<file path="config.mk">
export PLATFORM = sky130hd
export DESIGN_NAME = dfu_request_engine
export DESIGN_NICKNAME = d
export VERILOG_FILES = /design/src/dfu_req_pkg.sv /design/src/dfu_req_core.sv /design/src/dfu_req_outbuf.sv /design/src/dfu_request_engine.sv
export SDC_FILE = /design/constraint.sdc
export NUM_CORES = 1
export LEC_CHECK = 0
export BUFFER_PORTS_ARGS = -buffer_cell sky130_fd_sc_hd__buf_2
export CORE_MARGIN = 2
export CORE_UTILIZATION = 64
export DETAILED_ROUTE_END_ITERATION = 6
export PLACE_DENSITY = 0.86
export SKIP_CTS_REPAIR_TIMING = 1
export SYNTH_ARGS = -nofsm -noshare
export SYNTH_HDL_FRONTEND = slang
export SYNTH_SLANG_ARGS = --single-unit
</file>
<file path="constraint.sdc">
create_clock -name clk -period 12.6 [get_ports clk]
set_input_delay 0.63 -clock clk [delete_from_list [all_inputs] [get_ports clk]]
set_output_delay 0.63 -clock clk [all_outputs]
set_load 0.03 [all_outputs]
</file>
<file path="src/dfu_req_pkg.sv">
// Shared types, codes and constants for the DFU request engine.
// No dependencies; every other file uses this package by scoped names.
package dfu_req_pkg;

  localparam int TRANSFER_SIZE_DEF = 1024;

  // Request modes.
  localparam logic [2:0] MODE_DETACH    = 3'd0;
  localparam logic [2:0] MODE_DOWNLOAD  = 3'd1;
  localparam logic [2:0] MODE_UPLOAD    = 3'd2;
  localparam logic [2:0] MODE_GETSTATUS = 3'd3;
  localparam logic [2:0] MODE_CLRSTATUS = 3'd4;
  localparam logic [2:0] MODE_GETSTATE  = 3'd5;
  localparam logic [2:0] MODE_ABORT     = 3'd6;
  localparam logic [2:0] MODE_OTHER     = 3'd7;

  // Result kinds.
  localparam logic [3:0] KIND_STATUS    = 4'd0;
  localparam logic [3:0] KIND_STATE     = 4'd1;
  localparam logic [3:0] KIND_CMD_LIST  = 4'd2;
  localparam logic [3:0] KIND_ERASE     = 4'd3;
  localparam logic [3:0] KIND_PROGRAM   = 4'd4;
  localparam logic [3:0] KIND_READ      = 4'd5;
  localparam logic [3:0] KIND_ACK       = 4'd6;
  localparam logic [3:0] KIND_UNHANDLED = 4'd7;
  localparam logic [3:0] KIND_RESET     = 4'd8;

  // Block-zero commands and fixed reply values.
  localparam logic [7:0]  CMD_SET_ADDRESS = 8'h21;
  localparam logic [7:0]  CMD_ERASE_PAGE  = 8'h41;
  localparam logic [23:0] BUSY_POLL_MS    = 24'd100;
  localparam logic [7:0]  STATUS_ERROR    = 8'd10;
  localparam logic [10:0] LEN_STATUS      = 11'd6;
  localparam logic [10:0] LEN_STATE       = 11'd1;
  localparam logic [10:0] LEN_CMD_LIST    = 11'd3;

  // DFU state numbers as reported on the wire.
  localparam logic [3:0] CODE_IDLE     = 4'd2;
  localparam logic [3:0] CODE_DN_SYNC  = 4'd3;
  localparam logic [3:0] CODE_DN_BUSY  = 4'd4;
  localparam logic [3:0] CODE_DN_IDLE  = 4'd5;
  localparam logic [3:0] CODE_MAN_SYNC = 4'd6;
  localparam logic [3:0] CODE_MANIFEST = 4'd7;
  localparam logic [3:0] CODE_UP_IDLE  = 4'd9;
  localparam logic [3:0] CODE_ERROR    = 4'd10;

  // Configuration register indexes and reset values.
  localparam logic [1:0]  CFG_APP_START   = 2'd0;
  localparam logic [1:0]  CFG_FLASH_END   = 2'd1;
  localparam logic [1:0]  CFG_UPLOAD_EN   = 2'd2;
  localparam logic [31:0] APP_START_RESET = 32'h0800_2000;
  localparam logic [31:0] FLASH_END_RESET = 32'h0801_0000;

  // Download-busy only exists inside a status request, so it has no
  // stored state of its own.
  typedef enum logic [6:0] {
    ST_IDLE     = 7'b0000001,
    ST_DN_SYNC  = 7'b0000010,
    ST_DN_IDLE  = 7'b0000100,
    ST_MAN_SYNC = 7'b0001000,
    ST_MANIFEST = 7'b0010000,
    ST_UP_IDLE  = 7'b0100000,
    ST_ERROR    = 7'b1000000
  } state_t;

  typedef struct packed {
    logic [2:0]  mode;
    logic [15:0] block_number;
    logic [15:0] transfer_length;
    logic [7:0]  command_byte;
    logic [31:0] payload_word;
  } req_t;

  typedef struct packed {
    logic [3:0]  result_kind;
    logic [10:0] reply_length;
    logic [7:0]  status_code;
    logic [23:0] poll_timeout;
    logic [3:0]  state_code;
    logic [31:0] flash_address;
    logic [10:0] flash_length;
    logic        last;
  } result_t;

  typedef struct packed {
    logic [31:0] app_start_address;
    logic [31:0] flash_end_address;
    logic        upload_enable;
  } cfg_t;

  // Handshake between the request core and the result buffer.
  typedef struct packed {
    logic commit;
    logic has_second;
  } buf_ctl_t;

  function automatic logic [3:0] state_code(state_t s);
    logic [3:0] c;
    case (s)
      ST_IDLE:     c = CODE_IDLE;
      ST_DN_SYNC:  c = CODE_DN_SYNC;
      ST_DN_IDLE:  c = CODE_DN_IDLE;
      ST_MAN_SYNC: c = CODE_MAN_SYNC;
      ST_MANIFEST: c = CODE_MANIFEST;
      ST_UP_IDLE:  c = CODE_UP_IDLE;
      ST_ERROR:    c = CODE_ERROR;
      default:     c = CODE_IDLE;
    endcase
    return c;
  endfunction

endpackage

</file>
<file path="src/dfu_req_core.sv">
// Request decode, DFU state, latched download and address pointer.
// Depends on dfu_req_pkg. Results are formed combinationally from the
// registered request; state is updated when the request commits.
module dfu_req_core #(
  parameter int TRANSFER_SIZE = dfu_req_pkg::TRANSFER_SIZE_DEF
) (
  input  logic                 clk,
  input  logic                 rst,
  input  dfu_req_pkg::req_t    req,
  input  logic                 commit,
  input  dfu_req_pkg::cfg_t    cfg,
  output dfu_req_pkg::result_t res0,
  output dfu_req_pkg::result_t res1,
  output logic                 has_second
);

  localparam int LEN_W = $clog2(TRANSFER_SIZE + 1);
  localparam logic [LEN_W-1:0] TS_LEN = LEN_W'(TRANSFER_SIZE);
  localparam logic [31:0]      TS_32  = 32'(TRANSFER_SIZE);
  localparam logic [10:0]      TS_11  = 11'(TRANSFER_SIZE);

  dfu_req_pkg::state_t state, state_next;
  logic [15:0]      latched_block, latched_block_next;
  logic [LEN_W-1:0] latched_length, latched_length_next;
  logic [7:0]       latched_command, latched_command_next;
  logic [31:0]      latched_word, latched_word_next;
  logic [31:0]      addr_ptr, addr_ptr_next;

  logic [15:0]      blk_sel;
  logic [31:0]      blk_off;
  logic [31:0]      base;
  logic             use_word;
  logic [31:0]      chk_base, chk_len, chk_top;
  logic             in_range;
  logic [LEN_W-1:0] len_clamp;
  logic             flash_second;

  // One address generator and one range check serve both upload reads
  // and the deferred download actions.
  assign blk_sel  = (req.mode == dfu_req_pkg::MODE_UPLOAD) ? req.block_number : latched_block;
  assign blk_off  = 32'(blk_sel) - 32'd2;
  assign base     = addr_ptr + 32'(blk_off * TS_32);
  assign use_word = (req.mode != dfu_req_pkg::MODE_UPLOAD) && (latched_block == 16'd0);
  assign chk_base = use_word ? latched_word : base;
  assign chk_len  = ((req.mode == dfu_req_pkg::MODE_UPLOAD) || (latched_block == 16'd0))
                    ? TS_32 : 32'(latched_length);
  assign chk_top  = chk_base + chk_len;
  assign in_range = (chk_base >= cfg.app_start_address) && (chk_top <= cfg.flash_end_address);

  assign len_clamp = (32'(req.transfer_length) > TS_32) ? TS_LEN : LEN_W'(req.transfer_length);

  always_comb begin
    state_next           = state;
    latched_block_next   = latched_block;
    latched_length_next  = latched_length;
    latched_command_next = latched_command;
    latched_word_next    = latched_word;
    addr_ptr_next        = addr_ptr;
    res0         = '0;
    res1         = '0;
    flash_second = 1'b0;

    case (req.mode)
      dfu_req_pkg::MODE_DETACH: begin
        state_next       = dfu_req_pkg::ST_MANIFEST;
        res0.result_kind = dfu_req_pkg::KIND_ACK;
        res0.state_code  = dfu_req_pkg::state_code(state_next);
      end
      dfu_req_pkg::MODE_DOWNLOAD: begin
        if (req.transfer_length == 16'd0) begin
          state_next = dfu_req_pkg::ST_MAN_SYNC;
        end else begin
          latched_block_next   = req.block_number;
          latched_length_next  = len_clamp;
          latched_command_next = req.command_byte;
          // Payload bytes past the request length keep their old value.
          for (int i = 0; i < 4; i++) begin
            if (32'(len_clamp) > 32'(i + 1)) begin
              latched_word_next[8*i +: 8] = req.payload_word[8*i +: 8];
            end
          end
          state_next = dfu_req_pkg::ST_DN_SYNC;
        end
        res0.result_kind = dfu_req_pkg::KIND_ACK;
        res0.state_code  = dfu_req_pkg::state_code(state_next);
      end
      dfu_req_pkg::MODE_UPLOAD: begin
        state_next = dfu_req_pkg::ST_UP_IDLE;
        if (req.block_number == 16'd0) begin
          res0.result_kind  = dfu_req_pkg::KIND_CMD_LIST;
          res0.reply_length = dfu_req_pkg::LEN_CMD_LIST;
        end else if (cfg.upload_enable && in_range) begin
          res0.result_kind   = dfu_req_pkg::KIND_READ;
          res0.reply_length  = TS_11;
          res0.flash_address = base;
          res0.flash_length  = TS_11;
        end else begin
          state_next       = dfu_req_pkg::ST_ERROR;
          res0.result_kind = dfu_req_pkg::KIND_ACK;
        end
        res0.state_code = dfu_req_pkg::state_code(state_next);
      end
      dfu_req_pkg::MODE_GETSTATUS: begin
        res0.result_kind  = dfu_req_pkg::KIND_STATUS;
        res0.reply_length = dfu_req_pkg::LEN_STATUS;
        if (state == dfu_req_pkg::ST_DN_SYNC) begin
          // Reports busy, then runs the deferred action and lands in
          // download-idle within the same request.
          res0.poll_timeout = dfu_req_pkg::BUSY_POLL_MS;
          res0.state_code   = dfu_req_pkg::CODE_DN_BUSY;
          state_next        = dfu_req_pkg::ST_DN_IDLE;
          res1.state_code   = dfu_req_pkg::CODE_DN_IDLE;
          if (latched_block == 16'd0) begin
            if (latched_command == dfu_req_pkg::CMD_ERASE_PAGE) begin
              flash_second       = in_range;
              res1.result_kind   = dfu_req_pkg::KIND_ERASE;
              res1.flash_address = latched_word;
              res1.flash_length  = TS_11;
            end else if (latched_command == dfu_req_pkg::CMD_SET_ADDRESS) begin
              addr_ptr_next = latched_word;
            end
          end else begin
            flash_second       = in_range;
            res1.result_kind   = dfu_req_pkg::KIND_PROGRAM;
            res1.flash_address = base;
            res1.flash_length  = 11'(latched_length);
          end
        end else if (state == dfu_req_pkg::ST_MAN_SYNC) begin
          state_next      = dfu_req_pkg::ST_MANIFEST;
          res0.state_code = dfu_req_pkg::CODE_MANIFEST;
        end else if (state == dfu_req_pkg::ST_ERROR) begin
          res0.status_code = dfu_req_pkg::STATUS_ERROR;
          res0.state_code  = dfu_req_pkg::CODE_ERROR;
        end else begin
          res0.state_code = dfu_req_pkg::state_code(state);
        end
      end
      dfu_req_pkg::MODE_CLRSTATUS: begin
        if (state == dfu_req_pkg::ST_ERROR) begin
          state_next = dfu_req_pkg::ST_IDLE;
        end
        res0.result_kind = dfu_req_pkg::KIND_ACK;
        res0.state_code  = dfu_req_pkg::state_code(state_next);
      end
      dfu_req_pkg::MODE_GETSTATE: begin
        res0.result_kind  = dfu_req_pkg::KIND_STATE;
        res0.reply_length = dfu_req_pkg::LEN_STATE;
        res0.state_code   = dfu_req_pkg::state_code(state);
      end
      dfu_req_pkg::MODE_ABORT: begin
        state_next       = dfu_req_pkg::ST_IDLE;
        res0.result_kind = dfu_req_pkg::KIND_ACK;
        res0.state_code  = dfu_req_pkg::state_code(state_next);
      end
      default: begin
        res0.result_kind = dfu_req_pkg::KIND_UNHANDLED;
        res0.state_code  = dfu_req_pkg::state_code(state);
      end
    endcase

    // Ending in manifest always asks for a device reset. No flash action
    // can coincide, since those leave the state in download-idle.
    if (state_next == dfu_req_pkg::ST_MANIFEST) begin
      res1             = '0;
      res1.result_kind = dfu_req_pkg::KIND_RESET;
      res1.state_code  = dfu_req_pkg::CODE_MANIFEST;
      has_second       = 1'b1;
    end else begin
      has_second = flash_second;
    end
    res1.last = 1'b1;
    res0.last = !has_second;
  end

  always_ff @(posedge clk) begin
    if (rst) begin
      state           <= dfu_req_pkg::ST_IDLE;
      latched_block   <= '0;
      latched_length  <= '0;
      latched_command <= '0;
      latched_word    <= '0;
      addr_ptr        <= '0;
    end else if (commit) begin
      state           <= state_next;
      latched_block   <= latched_block_next;
      latched_length  <= latched_length_next;
      latched_command <= latched_command_next;
      latched_word    <= latched_word_next;
      addr_ptr        <= addr_ptr_next;
    end
  end

endmodule

</file>
<file path="src/dfu_req_outbuf.sv">
// Two-entry result register: the word on the output plus one pending word.
// Depends on dfu_req_pkg for the result and control types.
module dfu_req_outbuf (
  input  logic                     clk,
  input  logic                     rst,
  input  dfu_req_pkg::buf_ctl_t    ctl,
  input  dfu_req_pkg::result_t     res0,
  input  dfu_req_pkg::result_t     res1,
  output logic                     free,
  output logic                     out_valid,
  input  logic                     out_ready,
  output dfu_req_pkg::result_t     out_word
);

  dfu_req_pkg::result_t slot1;
  logic                 slot1_valid;
  logic                 pop;

  assign pop  = out_valid && out_ready;
  // Room for a new pair once nothing would remain after this cycle.
  assign free = !out_valid || (pop && !slot1_valid);

  always_ff @(posedge clk) begin
    if (rst) begin
      out_valid   <= 1'b0;
      slot1_valid <= 1'b0;
    end else if (ctl.commit) begin
      out_valid   <= 1'b1;
      slot1_valid <= ctl.has_second;
    end else if (pop) begin
      out_valid   <= slot1_valid;
      slot1_valid <= 1'b0;
    end
  end

  always_ff @(posedge clk) begin
    if (ctl.commit) begin
      out_word <= res0;
      slot1    <= res1;
    end else if (pop && slot1_valid) begin
      out_word <= slot1;
    end
  end

endmodule

</file>
<file path="src/dfu_request_engine.sv">
// A request is registered on acceptance; its first result word is registered in the output
// buffer when the request commits, which waits until the buffer has room.
// Throughput: one request per cycle when each causes one result word and the receiver does
// not stall; a request with two result words holds the single output port for both.
// Reset (rst, synchronous): DFU state idle, latched download and address
// pointer zero, configuration registers back to their defaults, no words held.
module dfu_request_engine #(
  parameter int TRANSFER_SIZE = dfu_req_pkg::TRANSFER_SIZE_DEF
) (
  input  logic        clk,
  input  logic        rst,
  // Request channel.
  input  logic        in_valid,
  output logic        in_ready,
  input  logic [2:0]  mode,
  input  logic [15:0] block_number,
  input  logic [15:0] transfer_length,
  input  logic [7:0]  command_byte,
  input  logic [31:0] payload_word,
  // Result channel.
  output logic        out_valid,
  input  logic        out_ready,
  output logic [3:0]  result_kind,
  output logic [10:0] reply_length,
  output logic [7:0]  status_code,
  output logic [23:0] poll_timeout,
  output logic [3:0]  state_code,
  output logic [31:0] flash_address,
  output logic [10:0] flash_length,
  output logic        last,
  // Configuration write channel.
  input  logic        cfg_valid,
  output logic        cfg_ready,
  input  logic [1:0]  cfg_index,
  input  logic [31:0] cfg_data
);

  dfu_req_pkg::cfg_t     cfg;
  dfu_req_pkg::req_t     req;
  logic                  req_valid;
  dfu_req_pkg::result_t  res0, res1, out_word;
  dfu_req_pkg::buf_ctl_t ctl;
  logic                  has_second;
  logic                  buf_free;

  // Configuration registers take a write in any cycle. Writes to an index
  // past the register list are accepted and dropped.
  assign cfg_ready = 1'b1;

  always_ff @(posedge clk) begin
    if (rst) begin
      cfg.app_start_address <= dfu_req_pkg::APP_START_RESET;
      cfg.flash_end_address <= dfu_req_pkg::FLASH_END_RESET;
      cfg.upload_enable     <= 1'b0;
    end else if (cfg_valid && cfg_ready) begin
      case (cfg_index)
        dfu_req_pkg::CFG_APP_START: cfg.app_start_address <= cfg_data;
        dfu_req_pkg::CFG_FLASH_END: cfg.flash_end_address <= cfg_data;
        dfu_req_pkg::CFG_UPLOAD_EN: cfg.upload_enable     <= cfg_data[0];
        default: ;
      endcase
    end
  end

  // The request register holds one word. It commits, updating the DFU
  // state and loading its results, once the result buffer will be empty
  // after this cycle; it takes the next word in the same cycle it commits.
  assign ctl.commit     = req_valid && buf_free;
  assign ctl.has_second = has_second;
  assign in_ready       = !req_valid || ctl.commit;

  always_ff @(posedge clk) begin
    if (rst) begin
      req_valid <= 1'b0;
    end else if (in_ready) begin
      req_valid <= in_valid;
    end
  end

  always_ff @(posedge clk) begin
    if (in_valid && in_ready) begin
      req.mode            <= mode;
      req.block_number    <= block_number;
      req.transfer_length <= transfer_length;
      req.command_byte    <= command_byte;
      req.payload_word    <= payload_word;
    end
  end

  dfu_req_core #(
    .TRANSFER_SIZE(TRANSFER_SIZE)
  ) u_core (
    .clk        (clk),
    .rst        (rst),
    .req        (req),
    .commit     (ctl.commit),
    .cfg        (cfg),
    .res0       (res0),
    .res1       (res1),
    .has_second (has_second)
  );

  dfu_req_outbuf u_outbuf (
    .clk       (clk),
    .rst       (rst),
    .ctl       (ctl),
    .res0      (res0),
    .res1      (res1),
    .free      (buf_free),
    .out_valid (out_valid),
    .out_ready (out_ready),
    .out_word  (out_word)
  );

  assign result_kind   = out_word.result_kind;
  assign reply_length  = out_word.reply_length;
  assign status_code   = out_word.status_code;
  assign poll_timeout  = out_word.poll_timeout;
  assign state_code    = out_word.state_code;
  assign flash_address = out_word.flash_address;
  assign flash_length  = out_word.flash_length;
  assign last          = out_word.last;

endmodule

</file>
==> metrics.cfg <==
[route]
wl_per_cell_um = 19.5
ant_nets = 0
vias = 15000
drt_pass1_iterations = 6
drtIter0Drc = 1291
finalWirelength_um = 48600
vias_per_cell = 6.02
drc = 0

[hold_path]
hold_path.class = in2reg
whs_path_depth = 1

[synthesis]
yosysSeqAreaShare = 0.481
synth_top_area_share = 0.293
synth_top_area_cell = edfxtp_1
yosysWarnings = 0
synth-main-ff-cell = edfxtp_1
syn_avg_cell_area_um2 = 9.51
synth_cells = 1941
ys_seq_elements = 354
synthTopCellsByArea = edfxtp_1 29%, dfxtp_1 19%, nand2_1 7.4%
async_flop_share = 0
synthDistinctLibCells = 98
yosysMostFrequentCell = nand2_1
synth_edf_count = 180
synth_area_um2 = 18500
yosys-top-cells-count = 365 x nand2_1, 195 x a21oi_1, 180 x edfxtp_1

[floorplanning]
num_io_pins = 212
rows = 62
die_area_um2 = 30200
core_region_area_um2 = 28500
fp.dieW_um = 174
initial_core_util = 0.647
die_h_um = 174

[setup_path]
reg2reg_setup_slack_ns = 3.48
cpPeakStageDelay_ns = 0.69
crit_buf_inv = 2
r2r-start = req[72]
crit_end = u_outbuf.out_word[31]
crit_fanout = 28
path_depth = 30
endpoint_kind = flip-flop
worstPathArrival_ns = 9.53
critPathRequiredTime_ns = 13.01
cpLargestDelayFamily = compound AO/OA/AOI/OAI gates
crit_type = reg2reg
startpoint = req[72]
critPathSlowestCell = a211oi_1
ff2ff_path_depth = 30
regToRegEndpoint = u_outbuf.out_word[31]
critPathLaunchType = flip-flop

[place]
dp.final_hpwl_um = 34600
globalplace.congestion = 0.947
portBuffers = 176

[cells_and_area]
final_nets = 2289
nFillCells = 2097
insertedDiodeCount = 0
utilization = 0.727
syn_to_final_growth_pct = 12.4
drive_gt1_frac = 0.149
seq_area_um2 = 8890
multiInputGateArea_um2 = 8720

[clock_network]
clock_sinks = 354
clk_latency_ns = 0.56
cts_tree = built
cts_made_buffers = 39
htreeDepth = 2
cts-root-buf = clkbuf_16
clockBufferDepth = 3
clkTransAtPathRegs_ns = 0.06

[sta]
fmax_mhz = 110
fin_worst_skew_ns = 0.0160
fin_crit_ns = 9.12
setup_viol = 0
worst_pin_slew_ns = 1.10
rsz0062_at_grt = false
slew_viol_final = 0
timing.setup.tns_ns = 0
finalHoldViolCount = 0
relSlewSlack = 0.268
period_share = 0.724

[global_routing]
antenna_found_initial = 1
grtUsageTotal = 0.320
grt_pass1_wl_um = 76700
grt_max_degree = 76
first_global_vias = 14600
grt_overflow = 0

[flow_run]
maxCapViolations = 0

[pwr]
leakage_nw = 8.37
p_total_mw = 2.87
power_density_nw_per_um2 = 138
irDropWorstVdd_v = 0.000105

[status]
status = completed

## registers in the layout, summed over array words and instances (netlist names)
| name | count |
|---|---|
| u_core.state | 7 |
| u_outbuf.out_word | 58 |
| u_core.latched_length | 11 |
| u_outbuf.slot1_valid | 1 |
| u_core.addr_ptr | 32 |
| u_outbuf.slot1 | 47 |
| req | 75 |
| u_core.latched_word | 32 |
| u_outbuf.out_valid | 1 |
| cfg | 65 |
| req_valid | 1 |
| u_core.latched_command | 8 |
| u_core.latched_block | 16 |
## power by group
part / internal (mW) / switching, mW / total [mW] / leakage (nW)
logic: 0.153 / 0.288 / 0.441 / 4.57
clock network: 0.665 / 0.482 / 1.15 / 0.630
registers: 1.26 / 0.0262 / 1.28 / 3.17
## logic make-up after synthesis
logic type / share of synthesized area
other: 0.000407
adder cells (fa/ha/maj): 0.0686
flip-flops: 0.481
buffers and inverters: 0.0560
AND/OR/NAND/NOR: 0.182
AO/OA/AOI/OAI: 0.156
XOR/XNOR: 0.0277
multiplexers: 0.0279
## placed cells by master, fill, tap and decap left out, types with 5 or more instances in the layout
cell type and n:
nand2_1 364, a21oi_1 195, edfxtp_1 180, buf_2 175
dfxtp_1 174, nor2_1 113, ha_1 98, inv_1 91
o21ai_0 68, mux2i_1 45, a22o_1 45, a21o_1 41
clkbuf_16 39, conb_1 35, nor3_1 34, nand3_1 32
xnor2_1 32, and3_1 27, nor2b_1 23, xor2_1 19
buf_4 18, nand4_1 17, nor4_1 15, nand2b_1 14
clkbuf_1 12, o211ai_1 10, or3_1 7, a31oi_1 7
nor3b_1 6, and4_1 5, a211oi_1 5, o21a_1 5
clkinv_2 5
## layer usage
metal	wire (µm)	global-route usage
met5	0	0
met2	22600	0.517
met1	19700	0.421
met3	4380	0.0706
met4	1970	0.132
## how the worst min path moves through the flow
stage	start	endpoint	slack, ns
6_report	transfer_length[6]	req[46]	0.25
5_1_grt	command_byte[7]	req[39]	0.23
4_1_cts	payload_word[21]	req[21]	0.23
3_5_place_dp	cfg[11]	cfg[11]	0.45
3_3_place_gp	u_core.latched_command[0]	u_core.latched_command[0]	0.44
2_1_floorplan	u_core.latched_command[1]	u_core.latched_command[1]	0.43
## stage by stage
stage | std cells | setup WS [ns] | hold WS (ns) | area [µm²]
floorplan | 1974 | 6.07 | 0.431 | 18600
global placement | 2418 | 4.15 | 0.438 | 19400
detailed placement | 2418 | 3.79 | 0.446 | 19400
CTS | 2490 | 3.75 | 0.232 | 20700
global route | 2490 | 2.61 | 0.229 | 20700
finish | 2490 | 3.48 | 0.250 | 20700
## cell type report
class                           count  area share
Sequential cell                   354       0.428
Multi-Input combinational cell   1394       0.420
Clock buffer                       54      0.0512
Timing Repair Buffer              193      0.0487
Tap cell                          384      0.0232
Inverter                           93      0.0168
Clock inverter                     18      0.0116
(Power assumes the default switching activity.)
